[src/sv/addressed_actuator_command_decoder_assert.svh]
// ----------------------------------------------------------------------------
// Addressed actuator command decoder assertion macros
// Shared concurrent assertion forms used by the decoder RTL.
// ----------------------------------------------------------------------------
`ifndef ADDRESSED_ACTUATOR_COMMAND_DECODER_ASSERT_SVH
`define ADDRESSED_ACTUATOR_COMMAND_DECODER_ASSERT_SVH

// Same-cycle implication, disabled during reset
`define ACD_ASSERT_SAME(label, clk, rst, ante, cons) \
   label: assert property (@(posedge clk) disable iff (rst) (ante) |-> (cons)) \
      else $error("acd assertion failed");

// Next-cycle implication, disabled during reset
`define ACD_ASSERT_NEXT(label, clk, rst, ante, cons) \
   label: assert property (@(posedge clk) disable iff (rst) (ante) |=> (cons)) \
      else $error("acd assertion failed");

`endif

[src/sv/acd_pkg.sv]
// ----------------------------------------------------------------------------
// Addressed actuator command decoder package
// Widths, command codes, register indexes and shared structs.
// ----------------------------------------------------------------------------
package acd_pkg;

   localparam int BYTE_W   = 8;
   localparam int ADDR_W   = 6;
   localparam int PARAM_W  = 7;
   localparam int DUR_W    = 16;
   localparam int CSR_IDX_W = 8;
   localparam int CSR_DAT_W = 16;

   // Result action codes
   typedef enum logic [1:0] {
      ACT_STRIKE = 2'd0,
      ACT_DAMP   = 2'd1,
      ACT_SAVE   = 2'd2,
      ACT_COMMIT = 2'd3
   } action_type;

   // Parameter select codes (mode 1)
   localparam logic [PARAM_W-1:0] PARAM_NONE   = 7'h00;
   localparam logic [PARAM_W-1:0] PARAM_BASE   = 7'h01;
   localparam logic [PARAM_W-1:0] PARAM_SCALE  = 7'h02;
   localparam logic [PARAM_W-1:0] PARAM_ADDR   = 7'h03;
   localparam logic [PARAM_W-1:0] PARAM_COMMIT = 7'h7F;

   localparam logic [DUR_W-1:0] SCALE_OFFSET = 16'h0018;

   // Configuration register indexes
   localparam logic [CSR_IDX_W-1:0] CSR_STORED_ADDRESS     = 8'd0;
   localparam logic [CSR_IDX_W-1:0] CSR_STORED_SETUP_DONE  = 8'd1;
   localparam logic [CSR_IDX_W-1:0] CSR_STORED_STRIKE_BASE = 8'd2;
   localparam logic [CSR_IDX_W-1:0] CSR_STORED_STRIKE_SCALE = 8'd3;

   // Working-state reload from the stored registers
   typedef struct packed {
      logic              load;
      logic [ADDR_W-1:0] node_address;
      logic              address_locked;
      logic [DUR_W-1:0]  strike_base;
      logic [DUR_W-1:0]  strike_scale;
   } load_type;

   // One result item
   typedef struct packed {
      action_type        action;
      logic [DUR_W-1:0]  duration;
      logic [ADDR_W-1:0] saved_address;
      logic [DUR_W-1:0]  commit_base;
      logic [DUR_W-1:0]  commit_scale;
   } result_type;

endpackage

[src/sv/acd_csr.sv]
// ----------------------------------------------------------------------------
// Addressed actuator command decoder configuration registers
// Holds stored values; a known-index write issues a working-state reload.
// ----------------------------------------------------------------------------
module acd_csr (
   input  logic                           clock,
   input  logic                           reset,
   input  logic                           csr_valid,
   output logic                           csr_ready,
   input  logic [acd_pkg::CSR_IDX_W-1:0]  csr_index,
   input  logic [acd_pkg::CSR_DAT_W-1:0]  csr_data,
   output acd_pkg::load_type              load
);

   logic [acd_pkg::ADDR_W-1:0] stored_address_ff, stored_address_in;
   logic                       stored_setup_done_ff, stored_setup_done_in;
   logic [acd_pkg::DUR_W-1:0]  stored_strike_base_ff, stored_strike_base_in;
   logic [acd_pkg::DUR_W-1:0]  stored_strike_scale_ff, stored_strike_scale_in;
   logic                       write_hit;

   assign csr_ready = 1'b1;

   // Register decode; unknown indexes are dropped
   always_comb begin
      stored_address_in      = stored_address_ff;
      stored_setup_done_in   = stored_setup_done_ff;
      stored_strike_base_in  = stored_strike_base_ff;
      stored_strike_scale_in = stored_strike_scale_ff;
      write_hit              = 1'b0;
      if (csr_valid && csr_ready) begin
         unique case (csr_index)
            acd_pkg::CSR_STORED_ADDRESS: begin
               stored_address_in = csr_data[acd_pkg::ADDR_W-1:0];
               write_hit         = 1'b1;
            end
            acd_pkg::CSR_STORED_SETUP_DONE: begin
               stored_setup_done_in = csr_data[0];
               write_hit            = 1'b1;
            end
            acd_pkg::CSR_STORED_STRIKE_BASE: begin
               stored_strike_base_in = csr_data;
               write_hit             = 1'b1;
            end
            acd_pkg::CSR_STORED_STRIKE_SCALE: begin
               stored_strike_scale_in = csr_data;
               write_hit              = 1'b1;
            end
            default: begin
               write_hit = 1'b0;
            end
         endcase
      end
   end

   // Reload values follow the updated store
   always_comb begin
      load.load           = write_hit;
      load.address_locked = stored_setup_done_in;
      load.node_address   = stored_setup_done_in ? stored_address_in : '0;
      load.strike_base    = stored_strike_base_in;
      load.strike_scale   = stored_strike_scale_in;
   end

   always_ff @(posedge clock) begin
      if (reset) begin
         stored_address_ff      <= '0;
         stored_setup_done_ff   <= 1'b0;
         stored_strike_base_ff  <= '0;
         stored_strike_scale_ff <= '0;
      end else begin
         stored_address_ff      <= stored_address_in;
         stored_setup_done_ff   <= stored_setup_done_in;
         stored_strike_base_ff  <= stored_strike_base_in;
         stored_strike_scale_ff <= stored_strike_scale_in;
      end
   end

endmodule

[src/sv/acd_core.sv]
// ----------------------------------------------------------------------------
// Addressed actuator command decoder core
// Input byte register, decoder state and single-pass command decode.
// ----------------------------------------------------------------------------
`include "addressed_actuator_command_decoder_assert.svh"

module acd_core (
   input  logic                        clock,
   input  logic                        reset,
   input  logic                        req_valid,
   output logic                        req_ready,
   input  logic [acd_pkg::BYTE_W-1:0]  req_rx_byte,
   input  acd_pkg::load_type           load,
   input  logic                        out_free,
   output logic                        res_valid,
   output acd_pkg::result_type         res
);

   logic                         in_valid_ff, in_valid_in;
   logic [acd_pkg::BYTE_W-1:0]   in_byte_ff;

   logic [acd_pkg::ADDR_W-1:0]   header_address_ff, header_address_in;
   logic                         header_mode_ff, header_mode_in;
   logic [acd_pkg::PARAM_W-1:0]  pending_parameter_ff, pending_parameter_in;
   logic [acd_pkg::ADDR_W-1:0]   node_address_ff, node_address_in;
   logic                         address_locked_ff, address_locked_in;
   logic [acd_pkg::DUR_W-1:0]    strike_base_ff, strike_base_in;
   logic [acd_pkg::DUR_W-1:0]    strike_scale_ff, strike_scale_in;

   logic [acd_pkg::ADDR_W-1:0]   v6;
   logic [acd_pkg::PARAM_W-1:0]  v7;
   logic [acd_pkg::DUR_W-1:0]    strike_product;
   logic                         has_result;
   logic                         advance;
   acd_pkg::result_type          decoded;

   assign v6 = in_byte_ff[acd_pkg::ADDR_W-1:0];
   assign v7 = in_byte_ff[acd_pkg::PARAM_W-1:0];

   // Product wraps to 16 bits, same as the final sum
   assign strike_product = 16'({10'd0, v6} * strike_scale_ff);

   // Byte decode against current state
   always_comb begin
      header_address_in    = header_address_ff;
      header_mode_in       = header_mode_ff;
      pending_parameter_in = pending_parameter_ff;
      node_address_in      = node_address_ff;
      address_locked_in    = address_locked_ff;
      strike_base_in       = strike_base_ff;
      strike_scale_in      = strike_scale_ff;
      has_result           = 1'b0;
      decoded              = '0;

      if (in_byte_ff[7]) begin
         // header latches target and mode and clears the pending parameter
         header_address_in    = v6;
         header_mode_in       = in_byte_ff[6];
         pending_parameter_in = acd_pkg::PARAM_NONE;
      end else if (header_address_ff == node_address_ff) begin
         if (!header_mode_ff) begin
            has_result = 1'b1;
            if (in_byte_ff[6]) begin
               decoded.action   = acd_pkg::ACT_DAMP;
               decoded.duration = {6'd0, v6, 4'd0};
            end else begin
               decoded.action   = acd_pkg::ACT_STRIKE;
               decoded.duration = strike_base_ff + strike_product;
            end
         end else if (pending_parameter_ff == acd_pkg::PARAM_NONE) begin
            pending_parameter_in = v7;
         end else begin
            unique case (pending_parameter_ff)
               acd_pkg::PARAM_BASE: begin
                  strike_base_in = {5'd0, v7, 4'd0};
               end
               acd_pkg::PARAM_SCALE: begin
                  strike_scale_in = {8'd0, v7, 1'b0} + acd_pkg::SCALE_OFFSET;
               end
               acd_pkg::PARAM_ADDR: begin
                  if (!address_locked_ff) begin
                     node_address_in       = v6;
                     address_locked_in     = 1'b1;
                     has_result            = 1'b1;
                     decoded.action        = acd_pkg::ACT_SAVE;
                     decoded.saved_address = v6;
                  end
               end
               acd_pkg::PARAM_COMMIT: begin
                  has_result           = 1'b1;
                  decoded.action       = acd_pkg::ACT_COMMIT;
                  decoded.commit_base  = strike_base_ff;
                  decoded.commit_scale = strike_scale_ff;
               end
               default: begin
                  has_result = 1'b0;
               end
            endcase
         end
      end
   end

   // Byte leaves the input register unless its result has nowhere to go
   assign advance   = in_valid_ff && (out_free || !has_result);
   assign req_ready = !in_valid_ff || advance;
   assign res_valid = advance && has_result;
   assign res       = decoded;

   always_comb begin
      in_valid_in = in_valid_ff;
      if (req_valid && req_ready) begin
         in_valid_in = 1'b1;
      end else if (advance) begin
         in_valid_in = 1'b0;
      end
   end

   // Input byte payload
   always_ff @(posedge clock) begin
      if (req_valid && req_ready) begin
         in_byte_ff <= req_rx_byte;
      end
   end

   // Control and decoder state; a configuration reload wins
   always_ff @(posedge clock) begin
      if (reset) begin
         in_valid_ff          <= 1'b0;
         header_address_ff    <= '0;
         header_mode_ff       <= 1'b0;
         pending_parameter_ff <= acd_pkg::PARAM_NONE;
         node_address_ff      <= '0;
         address_locked_ff    <= 1'b0;
         strike_base_ff       <= '0;
         strike_scale_ff      <= '0;
      end else begin
         in_valid_ff <= in_valid_in;
         if (advance) begin
            header_address_ff    <= header_address_in;
            header_mode_ff       <= header_mode_in;
            pending_parameter_ff <= pending_parameter_in;
         end
         if (load.load) begin
            node_address_ff   <= load.node_address;
            address_locked_ff <= load.address_locked;
            strike_base_ff    <= load.strike_base;
            strike_scale_ff   <= load.strike_scale;
         end else if (advance) begin
            node_address_ff   <= node_address_in;
            address_locked_ff <= address_locked_in;
            strike_base_ff    <= strike_base_in;
            strike_scale_ff   <= strike_scale_in;
         end
      end
   end

   // Lock is sticky between reloads
   `ACD_ASSERT_NEXT(a_lock_sticky, clock, reset, address_locked_ff && !load.load, address_locked_ff)
   // Locked address never changes between reloads
   `ACD_ASSERT_NEXT(a_addr_held, clock, reset, address_locked_ff && !load.load, $stable(node_address_ff))
   // Headers never produce a result
   `ACD_ASSERT_SAME(a_header_silent, clock, reset, res_valid, !in_byte_ff[7])
   // Never push a result into a full output register
   `ACD_ASSERT_SAME(a_no_overrun, clock, reset, res_valid, out_free)

endmodule

[src/sv/acd_rsp_reg.sv]
// ----------------------------------------------------------------------------
// Addressed actuator command decoder result register
// Holds one result until the downstream side takes it.
// ----------------------------------------------------------------------------
module acd_rsp_reg (
   input  logic                          clock,
   input  logic                          reset,
   input  logic                          res_valid,
   input  acd_pkg::result_type           res,
   output logic                          out_free,
   output logic                          rsp_valid,
   input  logic                          rsp_ready,
   output logic [1:0]                    rsp_action,
   output logic [acd_pkg::DUR_W-1:0]     rsp_duration,
   output logic [acd_pkg::ADDR_W-1:0]    rsp_saved_address,
   output logic [acd_pkg::DUR_W-1:0]     rsp_commit_base,
   output logic [acd_pkg::DUR_W-1:0]     rsp_commit_scale
);

   logic                rsp_valid_ff, rsp_valid_in;
   acd_pkg::result_type rsp_data_ff;

   assign out_free = !rsp_valid_ff || rsp_ready;

   always_comb begin
      rsp_valid_in = rsp_valid_ff;
      if (res_valid) begin
         rsp_valid_in = 1'b1;
      end else if (rsp_ready) begin
         rsp_valid_in = 1'b0;
      end
   end

   always_ff @(posedge clock) begin
      if (reset) begin
         rsp_valid_ff <= 1'b0;
      end else begin
         rsp_valid_ff <= rsp_valid_in;
      end
   end

   // Result payload
   always_ff @(posedge clock) begin
      if (res_valid) begin
         rsp_data_ff <= res;
      end
   end

   assign rsp_valid         = rsp_valid_ff;
   assign rsp_action        = rsp_data_ff.action;
   assign rsp_duration      = rsp_data_ff.duration;
   assign rsp_saved_address = rsp_data_ff.saved_address;
   assign rsp_commit_base   = rsp_data_ff.commit_base;
   assign rsp_commit_scale  = rsp_data_ff.commit_scale;

endmodule

[src/sv/addressed_actuator_command_decoder.sv]
// ----------------------------------------------------------------------------
// Addressed actuator command decoder
// Decodes addressed serial command bytes into strike, damp, save and commit
// actions for one actuator node.
//
// Channel   Direction  Handshake             Payload
// req_      in         req_valid/req_ready   rx_byte
// rsp_      out        rsp_valid/rsp_ready   action, duration, saved_address,
//                                            commit_base, commit_scale
// csr_      in         csr_valid/csr_ready   csr_index, csr_data
//
// One byte per cycle unless a waiting result stalls it; the byte is held in the
// input register, then its result in the result register that drives rsp_valid.
// Synchronous reset clears the stored registers and all decoder state.
// A waiting result stalls only bytes that produce a result; headers and
// silent bytes still drain. csr_ready is always high.
// ----------------------------------------------------------------------------
module addressed_actuator_command_decoder (
   input  logic                          clock,
   input  logic                          reset,
   input  logic                          req_valid,
   output logic                          req_ready,
   input  logic [acd_pkg::BYTE_W-1:0]    req_rx_byte,
   output logic                          rsp_valid,
   input  logic                          rsp_ready,
   output logic [1:0]                    rsp_action,
   output logic [acd_pkg::DUR_W-1:0]     rsp_duration,
   output logic [acd_pkg::ADDR_W-1:0]    rsp_saved_address,
   output logic [acd_pkg::DUR_W-1:0]     rsp_commit_base,
   output logic [acd_pkg::DUR_W-1:0]     rsp_commit_scale,
   input  logic                          csr_valid,
   output logic                          csr_ready,
   input  logic [acd_pkg::CSR_IDX_W-1:0] csr_index,
   input  logic [acd_pkg::CSR_DAT_W-1:0] csr_data
);

   acd_pkg::load_type   load;
   acd_pkg::result_type res;
   logic                res_valid;
   logic                out_free;

   acd_csr u_csr (
      .clock     (clock),
      .reset     (reset),
      .csr_valid (csr_valid),
      .csr_ready (csr_ready),
      .csr_index (csr_index),
      .csr_data  (csr_data),
      .load      (load)
   );

   acd_core u_core (
      .clock       (clock),
      .reset       (reset),
      .req_valid   (req_valid),
      .req_ready   (req_ready),
      .req_rx_byte (req_rx_byte),
      .load        (load),
      .out_free    (out_free),
      .res_valid   (res_valid),
      .res         (res)
   );

   acd_rsp_reg u_rsp_reg (
      .clock             (clock),
      .reset             (reset),
      .res_valid         (res_valid),
      .res               (res),
      .out_free          (out_free),
      .rsp_valid         (rsp_valid),
      .rsp_ready         (rsp_ready),
      .rsp_action        (rsp_action),
      .rsp_duration      (rsp_duration),
      .rsp_saved_address (rsp_saved_address),
      .rsp_commit_base   (rsp_commit_base),
      .rsp_commit_scale  (rsp_commit_scale)
   );

endmodule
[config.mk]
export PLATFORM = sky130hd
export DESIGN_NAME = addressed_actuator_command_decoder
export DESIGN_NICKNAME = d
export VERILOG_FILES = /design/src/sv/acd_pkg.sv /design/src/sv/acd_csr.sv /design/src/sv/acd_core.sv /design/src/sv/acd_rsp_reg.sv /design/src/sv/addressed_actuator_command_decoder.sv
export VERILOG_INCLUDE_DIRS = /design/src /design/src/sv
export SDC_FILE = /design/constraint.sdc
export NUM_CORES = 1
export LEC_CHECK = 0
export BUFFER_PORTS_ARGS = -buffer_cell sky130_fd_sc_hd__buf_2
export CAP_MARGIN = 5
export CELL_PAD_IN_SITES_DETAIL_PLACEMENT = 0
export CELL_PAD_IN_SITES_GLOBAL_PLACEMENT = 1
export CORE_MARGIN = 8
export CORE_UTILIZATION = 40
export CTS_BUF_LIST = sky130_fd_sc_hd__clkbuf_8
export DETAILED_ROUTE_END_ITERATION = 8
export GPL_TIMING_DRIVEN = 1
export PLACE_DENSITY = 0.83
export SYNTH_ARGS = -nofsm -noshare
export SYNTH_HDL_FRONTEND = slang
export SYNTH_SLANG_ARGS = --single-unit
[constraint.sdc]
create_clock -name clock -period 5.8 [get_ports clock]
set_clock_uncertainty 0.05 [all_clocks]
set_input_delay 0.29 -clock clock [delete_from_list [all_inputs] [get_ports clock]]
set_output_delay 0.29 -clock clock [all_outputs]
set_load 0.01 [all_outputs]
==> run summary <==
sequential power share -> 56.6%
Clk Latency, worst-skew pair -> 0.47 ns
Clk pwr share -> 36.5%
Starting Density -> 40.4%
Slew headroom -> 20.1%
Pleak -> 4.51 nW
asr flop ratio synth -> 0%
vias in the first global route -> 6677
fin crit share -> 85.5%
P&R area growth vs syn -> 12.8%
DIE AREA -> 0.0278 sq mm
Core Box Area -> 0.0225 sq mm
syn_area_per_cell -> 10.2 sq um
Die Y-Extent -> 167 um
Top FF cell, synth -> dfxtp_1
family with the most delay on the worst path -> adder cells
post-synth top area cell -> edfxtp_1
DRC -> 0
setup slack after layout -> 0.842 ns
num ports -> 96
combinational power share -> 6.9%
clk slew on worst S/H paths -> 0.09 ns
post-detail-place hpwl -> 16.5 mm
Crit. End Element -> flip-flop
Synth top area share -> 21.1%
worst-path cell chain -> and2_1, fa_1, inv_1, fa_1, inv_1, fa_1, inv_1, fa_1, inv_1, ha_1, nor3_1, o21ai_0, a211oi_1, o21ai_0, a211o_1, nand2_1
most common cell in the netlist -> and2_1
final hold vios -> 0
number of enable flip-flop cells after synthesis -> 64
post-CTS sizing -> 0
Peak VDD IR -> 0.117 mV
Setup Viol. Count Final -> 0
CP startpoint kind -> flip-flop
sequential element share of the synthesized area -> 41.8%
htree depth -> 4
Post-synth top cells -> and2_1 (102), dfxtp_1 (94), inv_1 (86), nor2_1 (75), edfxtp_1 (64)
Fin Setup TNS -> 0 ns
synth top area cells -> edfxtp_1 (21%), dfxtp_1 (21%), fa_1 (13%)
initial antenna violation count -> 2
synth unique cells -> 62
first-pass GRT wire length -> 36.0 mm
worst-margin pin slew -> 1.20 ns
Min Hold Slack -> 0.0329 ns
WHS Endpoint -> u_core.in_valid_ff
MaxCap Viol Count -> 0
slowest stage cell, crit path -> edfxtp_1
switching portion of total power -> 27.0%
DR vias -> 6540
power per cell area -> 208 mW/mm^2
status -> completed
Die W -> 167 um
CP Depth -> 16
GP Congestion -> 0.841
routed wire length -> 22.4 mm
PortBufs -> 94
CP Class -> reg -> reg
warnings from Yosys -> 0
share of layout cells above drive strength 1 -> 15.7%
routed vias/inst -> 5.13
Post-CTS Setup Bufs -> 0
beginning of the worst hold path -> req_valid
Critical Path AT -> 5.24 ns
FF+latch count, synth -> 158
Num CTS Buffers -> 17
Util after Layout -> 45.6%
Hold Crit Depth -> 3
DR iter-0 viols -> 464
Setup WS pre-CTS -> 0.870 ns
grt ovf -> 0
Mapped Cells -> 892
gr usage total -> 16.3%
clock net sink count -> 158
max frequency -> 202 MHz
Netlist Area Pre-Place -> 0.00910 sq mm
slowest stage delay, CP -> 0.72 ns
Mapped Nets -> 1010
Clock Path Buffers -> 2
worst path bufs/invs -> 4
switching power total -> 0.578 mW
cell internal pwr -> 1.56 mW
Final ANT Viol Nets -> 0
final max-slew violation count -> 0
Final #Nets -> 1092
RSZ-0062 raised after global routing -> no
Worst R2R End -> u_rsp_reg.rsp_duration[15]
Min Clock Period, post-route -> 4.96 ns
Pre-Repair DR Iteration Count -> 5
Max FO, Critical Path -> 23
reg2reg start -> u_core.in_byte_ff[0]
min-delay worst type -> in -> reg
FF-to-FF setup slack -> 0.84 ns
clk root buf -> clkbuf_8
Register-to-Register Path Depth -> 16
critical path required time -> 6.08 ns
Row Count -> 55
largest net degree at the start of global routing -> 57
wire per inst -> 17.6 um
TritonCTS clock tree -> done
==> tightest hold or removal path: stages <==
cell,delay [ns]
buf_2,0.09
inv_1,0.06
a21oi_1,0.06
==> stage by stage <==
step                total power [mW]  area [sq um]  std cells
floorplan                       1.31          9100        892
global placement                1.38          9820       1232
detailed placement              1.38          9820       1232
CTS                             2.16         10300       1272
global route                    2.22         10300       1272
finish                          2.14         10300       1274
==> flip-flops by register name (all words and copies together) (netlist names) <==
| signal | count |
|---|---|
| u_core.strike_base_ff | 16 |
| u_core.strike_scale_ff | 16 |
| u_csr.stored_strike_base_ff | 16 |
| u_csr.stored_strike_scale_ff | 16 |
| u_rsp_reg.rsp_commit_base | 16 |
| u_rsp_reg.rsp_commit_scale | 16 |
| u_rsp_reg.rsp_duration | 16 |
| u_core.in_byte_ff | 8 |
| u_core.pending_parameter_ff | 7 |
| u_core.header_address_ff | 6 |
| u_core.node_address_ff | 6 |
| u_csr.stored_address_ff | 6 |
| u_rsp_reg.rsp_saved_address | 6 |
| u_rsp_reg.rsp_action | 2 |
| u_core.address_locked_ff | 1 |
| u_core.header_mode_ff | 1 |
| u_core.in_valid_ff | 1 |
| u_csr.stored_setup_done_ff | 1 |
| u_rsp_reg.rsp_valid | 1 |
==> power by group through the flow <==
stage                     clock [mW]  combinational (mW)  sequential (mW)
final                          0.781               0.147             1.21
after global routing           0.839               0.161             1.22
after CTS                      0.799               0.149             1.21
after detailed placement           0               0.145             1.24
after global placement             0               0.143             1.24
after floorplan                    0              0.0881             1.22
==> placed cells by master, fill, tap and decap left out, types with 3 or more instances in the layout <==
master | Yosys | routed
a211oi_1 | 15 | 15
a21o_1 | 13 | 13
a21oi_1 | 37 | 37
a221oi_2 | 5 | 5
a22o_1 | 9 | 9
a2bb2oi_1 | 4 | 4
a31oi_1 | 5 | 5
and2_1 | 102 | 101
buf_2 | 6 | 94
buf_4 | 1 | 11
clkbuf_8 | 0 | 19
clkinv_4 | 0 | 6
dfxtp_1 | 94 | 94
dlygate4sd3_1 | 0 | 8
edfxtp_1 | 64 | 64
fa_1 | 57 | 57
ha_1 | 24 | 24
inv_1 | 86 | 86
inv_6 | 0 | 4
mux2i_1 | 52 | 52
nand2_1 | 46 | 46
nand2b_1 | 13 | 13
nand3_1 | 16 | 16
nand4_1 | 4 | 4
nor2_1 | 75 | 75
nor2b_1 | 6 | 6
nor3_1 | 6 | 5
nor4_1 | 15 | 15
o21ai_0 | 20 | 20
or3_1 | 3 | 3
or4_1 | 4 | 4
xnor2_1 | 21 | 21
xor2_1 | 7 | 7
==> how the worst max path moves through the flow <==
stage / slack [ns] / to / start
global placement: 1.02 / u_rsp_reg.rsp_duration[15] / u_core.in_byte_ff[0]
detailed placement: 0.87 / u_rsp_reg.rsp_duration[15] / u_core.in_byte_ff[0]
finish: 0.84 / u_rsp_reg.rsp_duration[15] / u_core.in_byte_ff[0]
CTS: 0.85 / u_rsp_reg.rsp_duration[15] / u_core.in_byte_ff[0]
global route: 0.55 / u_rsp_reg.rsp_duration[15] / u_core.in_byte_ff[0]
floorplan: 1.27 / u_rsp_reg.rsp_duration[15] / u_core.in_byte_ff[4]
==> final cells by class <==
| cell class | instances | area, sq um |
|---|---|---|
| Inverter | 86 | 323 |
| Antenna cell | 2 | 5.00 |
| Clock buffer | 19 | 262 |
| Tap cell | 285 | 357 |
| Sequential cell | 158 | 3800 |
| Clock inverter | 13 | 104 |
| Multi-Input combinational cell | 598 | 4780 |
| Fill cell | 2121 | 12200 |
| Timing Repair Buffer | 113 | 633 |
==> kinds of logic after synthesis <==
| group | after synthesis | synth area share, % |
|---|---|---|
| XOR/XNOR | 29 | 2.94 |
| AND/OR/NAND/NOR | 305 | 17.9 |
| multiplexers | 53 | 5.84 |
| buffers and inverters | 136 | 5.82 |
| other | 1 | 0.0412 |
| AO/OA/AOI/OAI | 129 | 9.87 |
| adder cells (fa/ha/maj) | 81 | 15.8 |
| flip-flops | 158 | 41.8 |
==> routing by layer <==
layer	vias to the layer above	track usage (%)	routed length [um]
met1	3180	21.3	10500
met2	164	26.0	10200
met3	21	4.37	1410
met5	-	0	13
li1	3173	-	-
met4	2	4.58	272
==> timing repair <==
item                                    4_1_cts  5_1_grt
endpoints found under the setup margin        0        0
endpoints found under the hold margin         8        0
hold buffers                                  8        0
(Power assumes the default switching activity.)
